**config.mk**
```make
export PLATFORM = sky130hd
export DESIGN_NAME = fcpu_ctrl
export DESIGN_NICKNAME = d
export VERILOG_FILES = /design/src/sv/fcpu_pkg.sv /design/src/sv/fcpu_ctrl.sv
export SDC_FILE = /design/constraint.sdc
export NUM_CORES = 1
export LEC_CHECK = 0
export BUFFER_PORTS_ARGS = -buffer_cell sky130_fd_sc_hd__buf_4
export CAP_MARGIN = 20
export CORE_MARGIN = 1
export CORE_UTILIZATION = 50
export CTS_BUF_LIST = sky130_fd_sc_hd__clkbuf_8
export CTS_CLUSTER_SIZE = 24
export DETAILED_ROUTE_END_ITERATION = 6
export GPL_ROUTABILITY_DRIVEN = 0
export PLACE_DENSITY = 0.78
export SLEW_MARGIN = 15
export SYNTH_ARGS = -nofsm -noshare
export SYNTH_HDL_FRONTEND = slang
export SYNTH_SLANG_ARGS = --single-unit
```
**constraint.sdc**
```tcl
create_clock -name clk -period 2.1 [get_ports clk]
set_input_delay 0.315 -clock clk [delete_from_list [all_inputs] [get_ports clk]]
set_output_delay 0.315 -clock clk [all_outputs]
set_load 0.02 [all_outputs]
```
**src/sv/fcpu_pkg.sv**
```systemverilog
`default_nettype none
// ----------------------------------------------------------------------------
// Fly camera pose update: shared package
// Holds the command codes, the controller-to-datapath command and status
// structs, the fixed-point constants and the CORDIC arctangent table.
// ----------------------------------------------------------------------------
package fcpu_pkg;

    // Default number of CORDIC rotations.
    localparam int TRIG_ITER_DEFAULT = 16;

    // Width of the shared step counter.
    localparam int CNT_W = 5;

    // Step counts of the iterative units.
    localparam int WRAP_STEPS = 11;
    localparam int SQRT_STEPS = 32;
    localparam int DIV_STEPS  = 16;

    // Angle constants in millidegrees.
    localparam int YAW_FULL      = 360000;
    localparam int YAW_HALF      = 180000;
    localparam int ANGLE_QUARTER = 90000;
    localparam int PITCH_LIMIT   = 89000;
    localparam int NDEG_PER_MDEG = 1000000;
    localparam int WRAP_BIAS     = YAW_FULL * 1024;

    // Fixed-point constants.
    localparam int CORDIC_ONE   = 1 << 28;
    localparam int FOV_CEIL     = 32767;
    localparam int NORM_CEIL    = 32767;
    localparam int ROUND_Q14    = 8192;

    // Reset values.
    localparam logic signed [31:0] POS_Z_RESET = 32'sd262144;
    localparam logic signed [15:0] DIR_Z_RESET = -16'sd16384;
    localparam logic [15:0] MIN_VIEW_RESET = 16'd256;
    localparam logic [15:0] MAX_VIEW_RESET = 16'd11520;
    localparam logic [11:0] SENS_RESET     = 12'd100;
    localparam logic [18:0] YAW_RESET      = 19'd270000;

    // Configuration register indexes.
    localparam logic [1:0] REG_MIN_VIEW = 2'd0;
    localparam logic [1:0] REG_MAX_VIEW = 2'd1;
    localparam logic [1:0] REG_SENS     = 2'd2;

    // Command codes of an input request.
    typedef enum logic [3:0] {
        CMD_FWD       = 4'd0,
        CMD_BACK      = 4'd1,
        CMD_LEFT      = 4'd2,
        CMD_RIGHT     = 4'd3,
        CMD_UP        = 4'd4,
        CMD_DOWN      = 4'd5,
        CMD_FOV_CHG   = 4'd6,
        CMD_FOV_SET   = 4'd7,
        CMD_CURSOR    = 4'd8,
        CMD_READ      = 4'd9,
        CMD_FRONT_SET = 4'd10
    } cmd_code_t;

    // Operand selection of the three multiplier lanes.
    typedef enum logic [2:0] {
        MUL_DIR   = 3'd0,
        MUL_NORM  = 3'd1,
        MUL_CUR   = 3'd2,
        MUL_SQ    = 3'd3,
        MUL_FRONT = 3'd4
    } mul_sel_t;

    // Commands from the controller to the datapath.
    typedef struct packed {
        logic     latch;
        logic     mul_en;
        mul_sel_t mul_sel;
        logic     pos_upd;
        logic     simple_upd;
        logic     cur_upd;
        logic     cur_add;
        logic     wrap_step;
        logic     cord_load;
        logic     cord_sel;
        logic     cord_step;
        logic     vload;
        logic     vsrc_front;
        logic     sqrt_init;
        logic     sqrt_step;
        logic     div_init;
        logic     div_step;
        logic     norm_store;
        logic     dir_from_norm;
        logic     out_load;
    } dp_cmd_t;

    // Status from the datapath to the controller.
    typedef struct packed {
        logic [3:0] op;
        logic       wrap_last;
        logic       cord_last;
        logic       sqrt_last;
        logic       div_last;
    } dp_sts_t;

    // Arctangent of 2^-i in nanodegrees.
    function automatic logic signed [39:0] atan_ndeg(input logic [4:0] idx);
        logic signed [39:0] r;
        case (idx)
            5'd0:    r = 40'sd45000000000;
            5'd1:    r = 40'sd26565051177;
            5'd2:    r = 40'sd14036243468;
            5'd3:    r = 40'sd7125016349;
            5'd4:    r = 40'sd3576334375;
            5'd5:    r = 40'sd1789910608;
            5'd6:    r = 40'sd895173710;
            5'd7:    r = 40'sd447614171;
            5'd8:    r = 40'sd223810500;
            5'd9:    r = 40'sd111905677;
            5'd10:   r = 40'sd55952892;
            5'd11:   r = 40'sd27976453;
            5'd12:   r = 40'sd13988227;
            5'd13:   r = 40'sd6994114;
            5'd14:   r = 40'sd3497057;
            5'd15:   r = 40'sd1748528;
            5'd16:   r = 40'sd874264;
            5'd17:   r = 40'sd437132;
            5'd18:   r = 40'sd218566;
            5'd19:   r = 40'sd109283;
            5'd20:   r = 40'sd54642;
            5'd21:   r = 40'sd27321;
            5'd22:   r = 40'sd13660;
            5'd23:   r = 40'sd6830;
            default: r = '0;
        endcase
        return r;
    endfunction

    // CORDIC output x at angle zero, evaluated at elaboration.
    function automatic logic signed [31:0] cordic_gain(input int n);
        longint x;
        longint y;
        longint z;
        longint dx;
        longint dy;
        x = longint'(CORDIC_ONE);
        y = 0;
        z = 0;
        for (int i = 0; i < n; i++)
        begin
            dx = x >>> i;
            dy = y >>> i;
            if (z >= 0)
            begin
                x = x - dy;
                y = y + dx;
                z = z - longint'(atan_ndeg(5'(i)));
            end
            else
            begin
                x = x + dy;
                y = y - dx;
                z = z + longint'(atan_ndeg(5'(i)));
            end
        end
        return 32'(x);
    endfunction

    // Saturate a wide signed value to 32 bits.
    function automatic logic signed [31:0] sat32(input logic signed [63:0] v);
        logic signed [31:0] r;
        if (v > 64'sd2147483647)
            r = 32'sh7FFFFFFF;
        else if (v < -64'sd2147483648)
            r = 32'sh80000000;
        else
            r = v[31:0];
        return r;
    endfunction

endpackage
`default_nettype wire

```
**src/sv/fcpu_ctrl.sv**
```systemverilog
`default_nettype none
// ----------------------------------------------------------------------------
// Fly camera pose update: controller
// One-hot state machine that sequences the datapath for each request and
// owns the input ready and output valid handshakes.
// ----------------------------------------------------------------------------
module fcpu_ctrl
    import fcpu_pkg::*;
(
    input  wire logic    clk,
    input  wire logic    rst_n,
    input  wire logic    s_tvalid,
    output logic         s_tready,
    output logic         m_tvalid,
    input  wire logic    m_tready,
    input  wire dp_sts_t sts,
    output dp_cmd_t      ctl
);

    typedef enum logic [20:0] {
        S_IDLE       = 21'h000001,
        S_DECODE     = 21'h000002,
        S_MOVE_MUL   = 21'h000004,
        S_MOVE_ADD   = 21'h000008,
        S_SIMPLE     = 21'h000010,
        S_CUR_MUL    = 21'h000020,
        S_CUR_ADD    = 21'h000040,
        S_WRAP       = 21'h000080,
        S_YAW_LOAD   = 21'h000100,
        S_YAW_RUN    = 21'h000200,
        S_PITCH_LOAD = 21'h000400,
        S_PITCH_RUN  = 21'h000800,
        S_FRONT_MUL  = 21'h001000,
        S_FRONT_V    = 21'h002000,
        S_SQ_MUL     = 21'h004000,
        S_SQRT_INIT  = 21'h008000,
        S_SQRT_RUN   = 21'h010000,
        S_DIV_INIT   = 21'h020000,
        S_DIV_RUN    = 21'h040000,
        S_NORM_DONE  = 21'h080000,
        S_OUT        = 21'h100000
    } state_t;

    state_t state_reg;
    state_t state_next;
    logic   m_valid_reg;
    logic   m_valid_next;

    // Next state and datapath commands.
    always_comb
    begin
        state_next = state_reg;
        ctl        = '0;
        ctl.mul_sel = MUL_DIR;
        case (state_reg)
            S_IDLE:
            begin
                if (s_tvalid)
                begin
                    ctl.latch  = 1'b1;
                    state_next = S_DECODE;
                end
            end
            S_DECODE:
            begin
                case (sts.op)
                    CMD_FWD, CMD_BACK:
                        state_next = S_MOVE_MUL;
                    CMD_LEFT, CMD_RIGHT:
                    begin
                        ctl.vload  = 1'b1;
                        state_next = S_SQ_MUL;
                    end
                    CMD_CURSOR:
                        state_next = S_CUR_MUL;
                    default:
                        state_next = S_SIMPLE;
                endcase
            end
            S_MOVE_MUL:
            begin
                ctl.mul_en  = 1'b1;
                ctl.mul_sel = (sts.op inside {CMD_LEFT, CMD_RIGHT}) ? MUL_NORM : MUL_DIR;
                state_next  = S_MOVE_ADD;
            end
            S_MOVE_ADD:
            begin
                ctl.pos_upd = 1'b1;
                state_next  = S_OUT;
            end
            S_SIMPLE:
            begin
                ctl.simple_upd = 1'b1;
                state_next     = S_OUT;
            end
            S_CUR_MUL:
            begin
                ctl.mul_en  = 1'b1;
                ctl.mul_sel = MUL_CUR;
                ctl.cur_upd = 1'b1;
                state_next  = S_CUR_ADD;
            end
            S_CUR_ADD:
            begin
                ctl.cur_add = 1'b1;
                state_next  = S_WRAP;
            end
            S_WRAP:
            begin
                ctl.wrap_step = 1'b1;
                if (sts.wrap_last)
                    state_next = S_YAW_LOAD;
            end
            S_YAW_LOAD:
            begin
                ctl.cord_load = 1'b1;
                state_next    = S_YAW_RUN;
            end
            S_YAW_RUN:
            begin
                ctl.cord_step = 1'b1;
                if (sts.cord_last)
                    state_next = S_PITCH_LOAD;
            end
            S_PITCH_LOAD:
            begin
                ctl.cord_load = 1'b1;
                ctl.cord_sel  = 1'b1;
                state_next    = S_PITCH_RUN;
            end
            S_PITCH_RUN:
            begin
                ctl.cord_step = 1'b1;
                ctl.cord_sel  = 1'b1;
                if (sts.cord_last)
                    state_next = S_FRONT_MUL;
            end
            S_FRONT_MUL:
            begin
                ctl.mul_en  = 1'b1;
                ctl.mul_sel = MUL_FRONT;
                state_next  = S_FRONT_V;
            end
            S_FRONT_V:
            begin
                ctl.vload      = 1'b1;
                ctl.vsrc_front = 1'b1;
                state_next     = S_SQ_MUL;
            end
            S_SQ_MUL:
            begin
                ctl.mul_en  = 1'b1;
                ctl.mul_sel = MUL_SQ;
                state_next  = S_SQRT_INIT;
            end
            S_SQRT_INIT:
            begin
                ctl.sqrt_init = 1'b1;
                state_next    = S_SQRT_RUN;
            end
            S_SQRT_RUN:
            begin
                ctl.sqrt_step = 1'b1;
                if (sts.sqrt_last)
                    state_next = S_DIV_INIT;
            end
            S_DIV_INIT:
            begin
                ctl.div_init = 1'b1;
                state_next   = S_DIV_RUN;
            end
            S_DIV_RUN:
            begin
                ctl.div_step = 1'b1;
                if (sts.div_last)
                    state_next = S_NORM_DONE;
            end
            S_NORM_DONE:
            begin
                if (sts.op == CMD_CURSOR)
                begin
                    ctl.dir_from_norm = 1'b1;
                    state_next        = S_OUT;
                end
                else
                begin
                    ctl.norm_store = 1'b1;
                    state_next     = S_MOVE_MUL;
                end
            end
            S_OUT:
            begin
                if (!m_valid_reg || m_tready)
                begin
                    ctl.out_load = 1'b1;
                    state_next   = S_IDLE;
                end
            end
            default:
                state_next = S_IDLE;
        endcase
    end

    // Output valid holds until the result is taken.
    always_comb
    begin
        if (ctl.out_load)
            m_valid_next = 1'b1;
        else if (m_tready)
            m_valid_next = 1'b0;
        else
            m_valid_next = m_valid_reg;
    end

    always_ff @(posedge clk or negedge rst_n)
    begin
        if (!rst_n)
        begin
            state_reg   <= S_IDLE;
            m_valid_reg <= 1'b0;
        end
        else
        begin
            state_reg   <= state_next;
            m_valid_reg <= m_valid_next;
        end
    end

    assign s_tready = (state_reg == S_IDLE);
    assign m_tvalid = m_valid_reg;

endmodule
`default_nettype wire

```
==> impl_metrics.env, run 1 <==
export IMPL_postGrtWorstEndpoint="ctl[10]"
export IMPL_yosys_area_top_type="dfrtp_1"
export IMPL_haltStage="global routing (5_1_grt)"
export IMPL_synth_edff_count=0
export IMPL_synth_seq_area_share=0.362
export IMPL_postSynthCellCount=176
export IMPL_fp_dieW_um=57.2
export IMPL_synth_flop_cell="dfrtp_1"
export IMPL_ys_warn_count=0
export IMPL_worst_endpoint_pin_kind="output port"
export IMPL_syn_nets=188
export IMPL_port_buffers=35
export IMPL_cts_max_level=1
export IMPL_clockBufferDepth=2
export IMPL_io_pins=36
export IMPL_placed_area_um2=2180
export IMPL_clock_root_buffer="clkbuf_8"
export IMPL_error="[ERROR DPL-0038] Utilization greater than 100%, impossible to legalize"
export IMPL_numCtsBuffers=3
export IMPL_status="aborted with a tool error"
export IMPL_hpwl_um=3480
export IMPL_synthDominantCellAreaShare=0.345
export IMPL_clock_sinks=22
export IMPL_synth_area_leaders="dfrtp_1 34%, nor2_1 6.4%, xnor2_1 4.0%"
export IMPL_start_util=0.539
export IMPL_synth_cell_types=48
export IMPL_place_ws_ns=-0.130
export IMPL_die_h_um=57.2
export IMPL_ys_async_sr_fraction=1.00
export IMPL_syn_avg_cell_area_um2=8.67
export IMPL_grt_max_degree=23
export IMPL_synth_seq_cells=22
export IMPL_fp_row_count=19
export IMPL_netlist_area_um2=1530
cells by family after synthesis:
| logic type | after synthesis | synth area share |
|---|---|---|
| AND/OR/NAND/NOR | 104 | 0.414 |
| flip-flops | 22 | 0.362 |
| multiplexers | 1 | 0.00738 |
| AO/OA/AOI/OAI | 24 | 0.112 |
| XOR/XNOR | 9 | 0.0517 |
| buffers and inverters | 16 | 0.0533 |
synthesized netlist by cell type, types with 3 or more instances:
master / number
nor3b_1: 4
nand2b_1: 3
o21ai_0: 5
nor3_1: 8
a21oi_1: 3
nand4_1: 5
nor2_1: 26
nand2_1: 15
inv_1: 8
nand3_1: 4
dfrtp_1: 21
or4_1: 3
and3_1: 3
o21bai_1: 3
a31oi_1: 3
buf_2: 5
xnor2_1: 7
nor4_1: 8
and2_1: 4
per-stage QoR:
stage | TNS [ns] | std cells
CTS | -5.74 | 316
detailed placement | -0.945 | 280
global placement | -0.263 | 280
floorplan | -0.955 | 176
repair_timing:
action / CTS
pin swaps: 28
setup buffers: 32
endpoints found under the setup margin: 31
gates resized for setup: 66
hold buffers: 1
hold endpoints to repair: 21
==> run 2, diff against run 1 <==
--- a/config.mk
+++ b/config.mk
@@ -8,12 +8,10 @@
 export BUFFER_PORTS_ARGS = -buffer_cell sky130_fd_sc_hd__buf_4
 export CAP_MARGIN = 20
 export CORE_MARGIN = 1
-export CORE_UTILIZATION = 50
-export CTS_BUF_LIST = sky130_fd_sc_hd__clkbuf_8
-export CTS_CLUSTER_SIZE = 24
+export CORE_UTILIZATION = 35
 export DETAILED_ROUTE_END_ITERATION = 6
 export GPL_ROUTABILITY_DRIVEN = 0
-export PLACE_DENSITY = 0.78
+export PLACE_DENSITY_LB_ADDON = 0.15
 export SLEW_MARGIN = 15
 export SYNTH_ARGS = -nofsm -noshare
 export SYNTH_HDL_FRONTEND = slang
==> constraint.sdc (replaced) <==
create_clock -name clk -period 2.75 [get_ports clk]
set_input_delay 0.4125 -clock clk [delete_from_list [all_inputs] [get_ports clk]]
set_output_delay 0.4125 -clock clk [all_outputs]
set_load 0.02 [all_outputs]
==> impl_metrics.env, run 2 <==
export IMPL_finalCriticalPeriod_ns=2.65
export IMPL_clock_root_buffer="clkbuf_8"
export IMPL_regArea_um2=561
export IMPL_hold_viol=0
export IMPL_synth_edff_count=0
export IMPL_seqPwrFrac=0.333
export IMPL_fp_coreArea_um2=4090
export IMPL_slew_viol_final=0
export IMPL_required_ns=2.34
export IMPL_clock_sinks=22
export IMPL_drc=0
export IMPL_fp_row_count=23
export IMPL_place_ws_ns=0.205
export IMPL_postSynthCellCount=176
export IMPL_power_density_nw_per_um2=590
export IMPL_p_comb_frac=0.464
export IMPL_synthDominantCellAreaShare=0.345
export IMPL_numCtsBuffers=3
export IMPL_worstHoldPathType="in -> async"
export IMPL_netlist_area_um2=1530
export IMPL_fillCellCount=422
export IMPL_postRouteAntennaNets=0
export IMPL_reg2reg_slack_ns=0.43
export IMPL_yosys_area_top_type="dfrtp_1"
export IMPL_yosysMostFrequentCell="nor2_1"
export IMPL_tightest_slew_ns=0.499
export IMPL_top_layer="met4"
export IMPL_p_sw_mw=0.458
export IMPL_crit_chain="nor4_4 > buf_4 > nand4_1 > nor2_1 > nand4b_1 > a21oi_1 > buf_4"
export IMPL_endpoint_kind="primary output"
export IMPL_met1Wirelength_um=1750
export IMPL_period_share=0.962
export IMPL_clockBufferDepth=2
export IMPL_clock_skew_ns=0.00450
export IMPL_worstSetupPathType="reg -> out"
export IMPL_sw_frac_of_total=0.392
export IMPL_fmax_mhz=378
export IMPL_r2r_end="state_reg[9]"
export IMPL_grt_overflow=0
export IMPL_cts_clk_slew_worst_paths_ns=0.08
export IMPL_clock_insertion_delay_worst_skew_ns=0.26
export IMPL_io_pins=36
export IMPL_dr_wl_met2_um=1950
export IMPL_rr_worst_depth=6
export IMPL_slowest_delay_ns=0.45
export IMPL_dieArea_um2=4630
export IMPL_n_antenna_cell=0
export IMPL_die_h_um=68.0
export IMPL_crit_path_max_fanout=6
export IMPL_grt_usage=0.184
export IMPL_status="complete, no violations"
export IMPL_met3_length_um=201
export IMPL_first_pass_iters=4
export IMPL_clkPwrFrac=0.203
export IMPL_fp_dieW_um=68.0
export IMPL_vias_per_cell=5.63
export IMPL_multiInputGateArea_um2=921
export IMPL_critical_path_slowest_cell="dfrtp_2"
export IMPL_peakVddDrop_mv=0.283
export IMPL_grt_pass1_vias=1352
export IMPL_syn_to_final_growth_pct=29.9
export IMPL_layout_commonest_cell="buf_4"
export IMPL_cts_max_level=1
export IMPL_yosys_top_cells_count="26 x nor2_1, 21 x dfrtp_1, 15 x nand2_1"
export IMPL_dr_first_iter_drc_count=31
export IMPL_avgRoutedWirePerCell_um=14.7
export IMPL_critPathArrivalTime_ns=2.23
export IMPL_wl_um=3940
export IMPL_grt_max_degree=23
export IMPL_drv_cap=0
export IMPL_grt_pass1_wl_um=6280
export IMPL_start_util=0.373
export IMPL_relSlewSlack=0.664
export IMPL_timing_rr_start="state_reg[13]"
export IMPL_setup_viol=0
export IMPL_tritoncts="built"
export IMPL_cp_top_family="simple AND/OR/NAND/NOR gates"
export IMPL_vias=1514
export IMPL_final_layout_size_suffix_gt1_frac=0.356
export IMPL_p_int_mw=0.711
export IMPL_cellLeakagePower_nw=0.946
export IMPL_ys_async_sr_fraction=1.00
export IMPL_syn_avg_cell_area_um2=8.67
export IMPL_grt_antenna_before_repair=0
export IMPL_synth_seq_cells=22
export IMPL_critical_path_buf_inv_count=2
export IMPL_hpwl_um=3030
export IMPL_fin_ws_ns=0.104
export IMPL_final_cell_mix="47 x buf_4, 26 x nor2_1, 15 x nand2_1"
export IMPL_synth_seq_area_share=0.362
export IMPL_port_buffers=35
export IMPL_largest_register_ffs=21
export IMPL_finish_utilization=0.485
export IMPL_cts_hold_fix_buffers=0
export IMPL_final_nets=232
export IMPL_synth_cell_types=48
export IMPL_cp_start_kind="flop"
export IMPL_crit_top_cell="buf_4"
export IMPL_ys_warn_count=0
export IMPL_syn_nets=188
export IMPL_synth_area_leaders="dfrtp_1 34%, nor2_1 6.4%, xnor2_1 4.0%"
export IMPL_synth_flop_cell="dfrtp_1"
run 2: cell type report:
class / count / area share
timing repair buffer: 47 / 0.178
sequential: 22 / 0.283
tap: 50 / 0.0316
inverter: 8 / 0.0152
multi-input combinational: 138 / 0.465
clock buffer: 4 / 0.0278
run 2: metal layers:
layer  GRT usage  up-vias
li1            -      722
met1       0.241      737
met2       0.311       51
met3      0.0250        4
met4      0.0547        0
met5           0        -
run 2: power groups by stage:
stage | clock network, mW | registers [mW] | logic, mW
3_5_place_dp | 0 | 0.393 | 0.526
3_3_place_gp | 0 | 0.390 | 0.509
5_1_grt | 0.264 | 0.394 | 0.599
6_report | 0.237 | 0.390 | 0.543
4_1_cts | 0.242 | 0.389 | 0.533
2_1_floorplan | 0 | 0.386 | 0.357
run 2: logic make-up after synthesis:
family / count (synthesis) / synth area share
multiplexers: 1 / 0.00738
XOR/XNOR: 9 / 0.0517
buffers and inverters: 16 / 0.0533
flip-flops: 22 / 0.362
AND/OR/NAND/NOR: 104 / 0.414
AO/OA/AOI/OAI: 24 / 0.112
run 2: worst max path at each step:
stage,to,start,cells past startpoint,slack (ns)
2_1_floorplan,ctl[8],state_reg[8],7,0.1
3_3_place_gp,ctl[10],state_reg[4],6,0.26
3_5_place_dp,ctl[10],state_reg[4],6,0.21
4_1_cts,ctl[20],state_reg[4],5,0.02
5_1_grt,ctl[2],state_reg[13],7,-0.01
6_report,ctl[2],state_reg[13],7,0.10
run 2: repair_timing:
item	CTS	global route
pin swaps	1	2
cloned	0	0
setup buffers	1	6
endpoints found under the setup margin	1	8
gates resized for setup	3	10
run 2: worst register-to-register path, stage by stage, from the launching register on:
cell	delay, ns
dfrtp_2	0.45
nor4_4	0.33
buf_4	0.20
nand4_1	0.16
or3_4	0.46
o2111ai_2	0.43
mux2_2	0.24
run 2: metrics by stage:
| step | std cells | hold slack (ns) | instance area, um2 | setup TNS (ns) | power, mW |
|---|---|---|---|---|---|
| finish | 269 | 0.0298 | 1980 | 0 | 1.17 |
| detailed placement | 258 | 0.328 | 1840 | 0 | 0.919 |
| floorplan | 176 | 0.117 | 1530 | 0 | 0.742 |
| global route | 269 | 0.0368 | 1980 | -0.0117 | 1.26 |
| global placement | 258 | 0.324 | 1840 | 0 | 0.899 |
| CTS | 263 | 0.0396 | 1910 | 0 | 1.16 |
No activity file was read; power rests on OpenSTA's default activity.
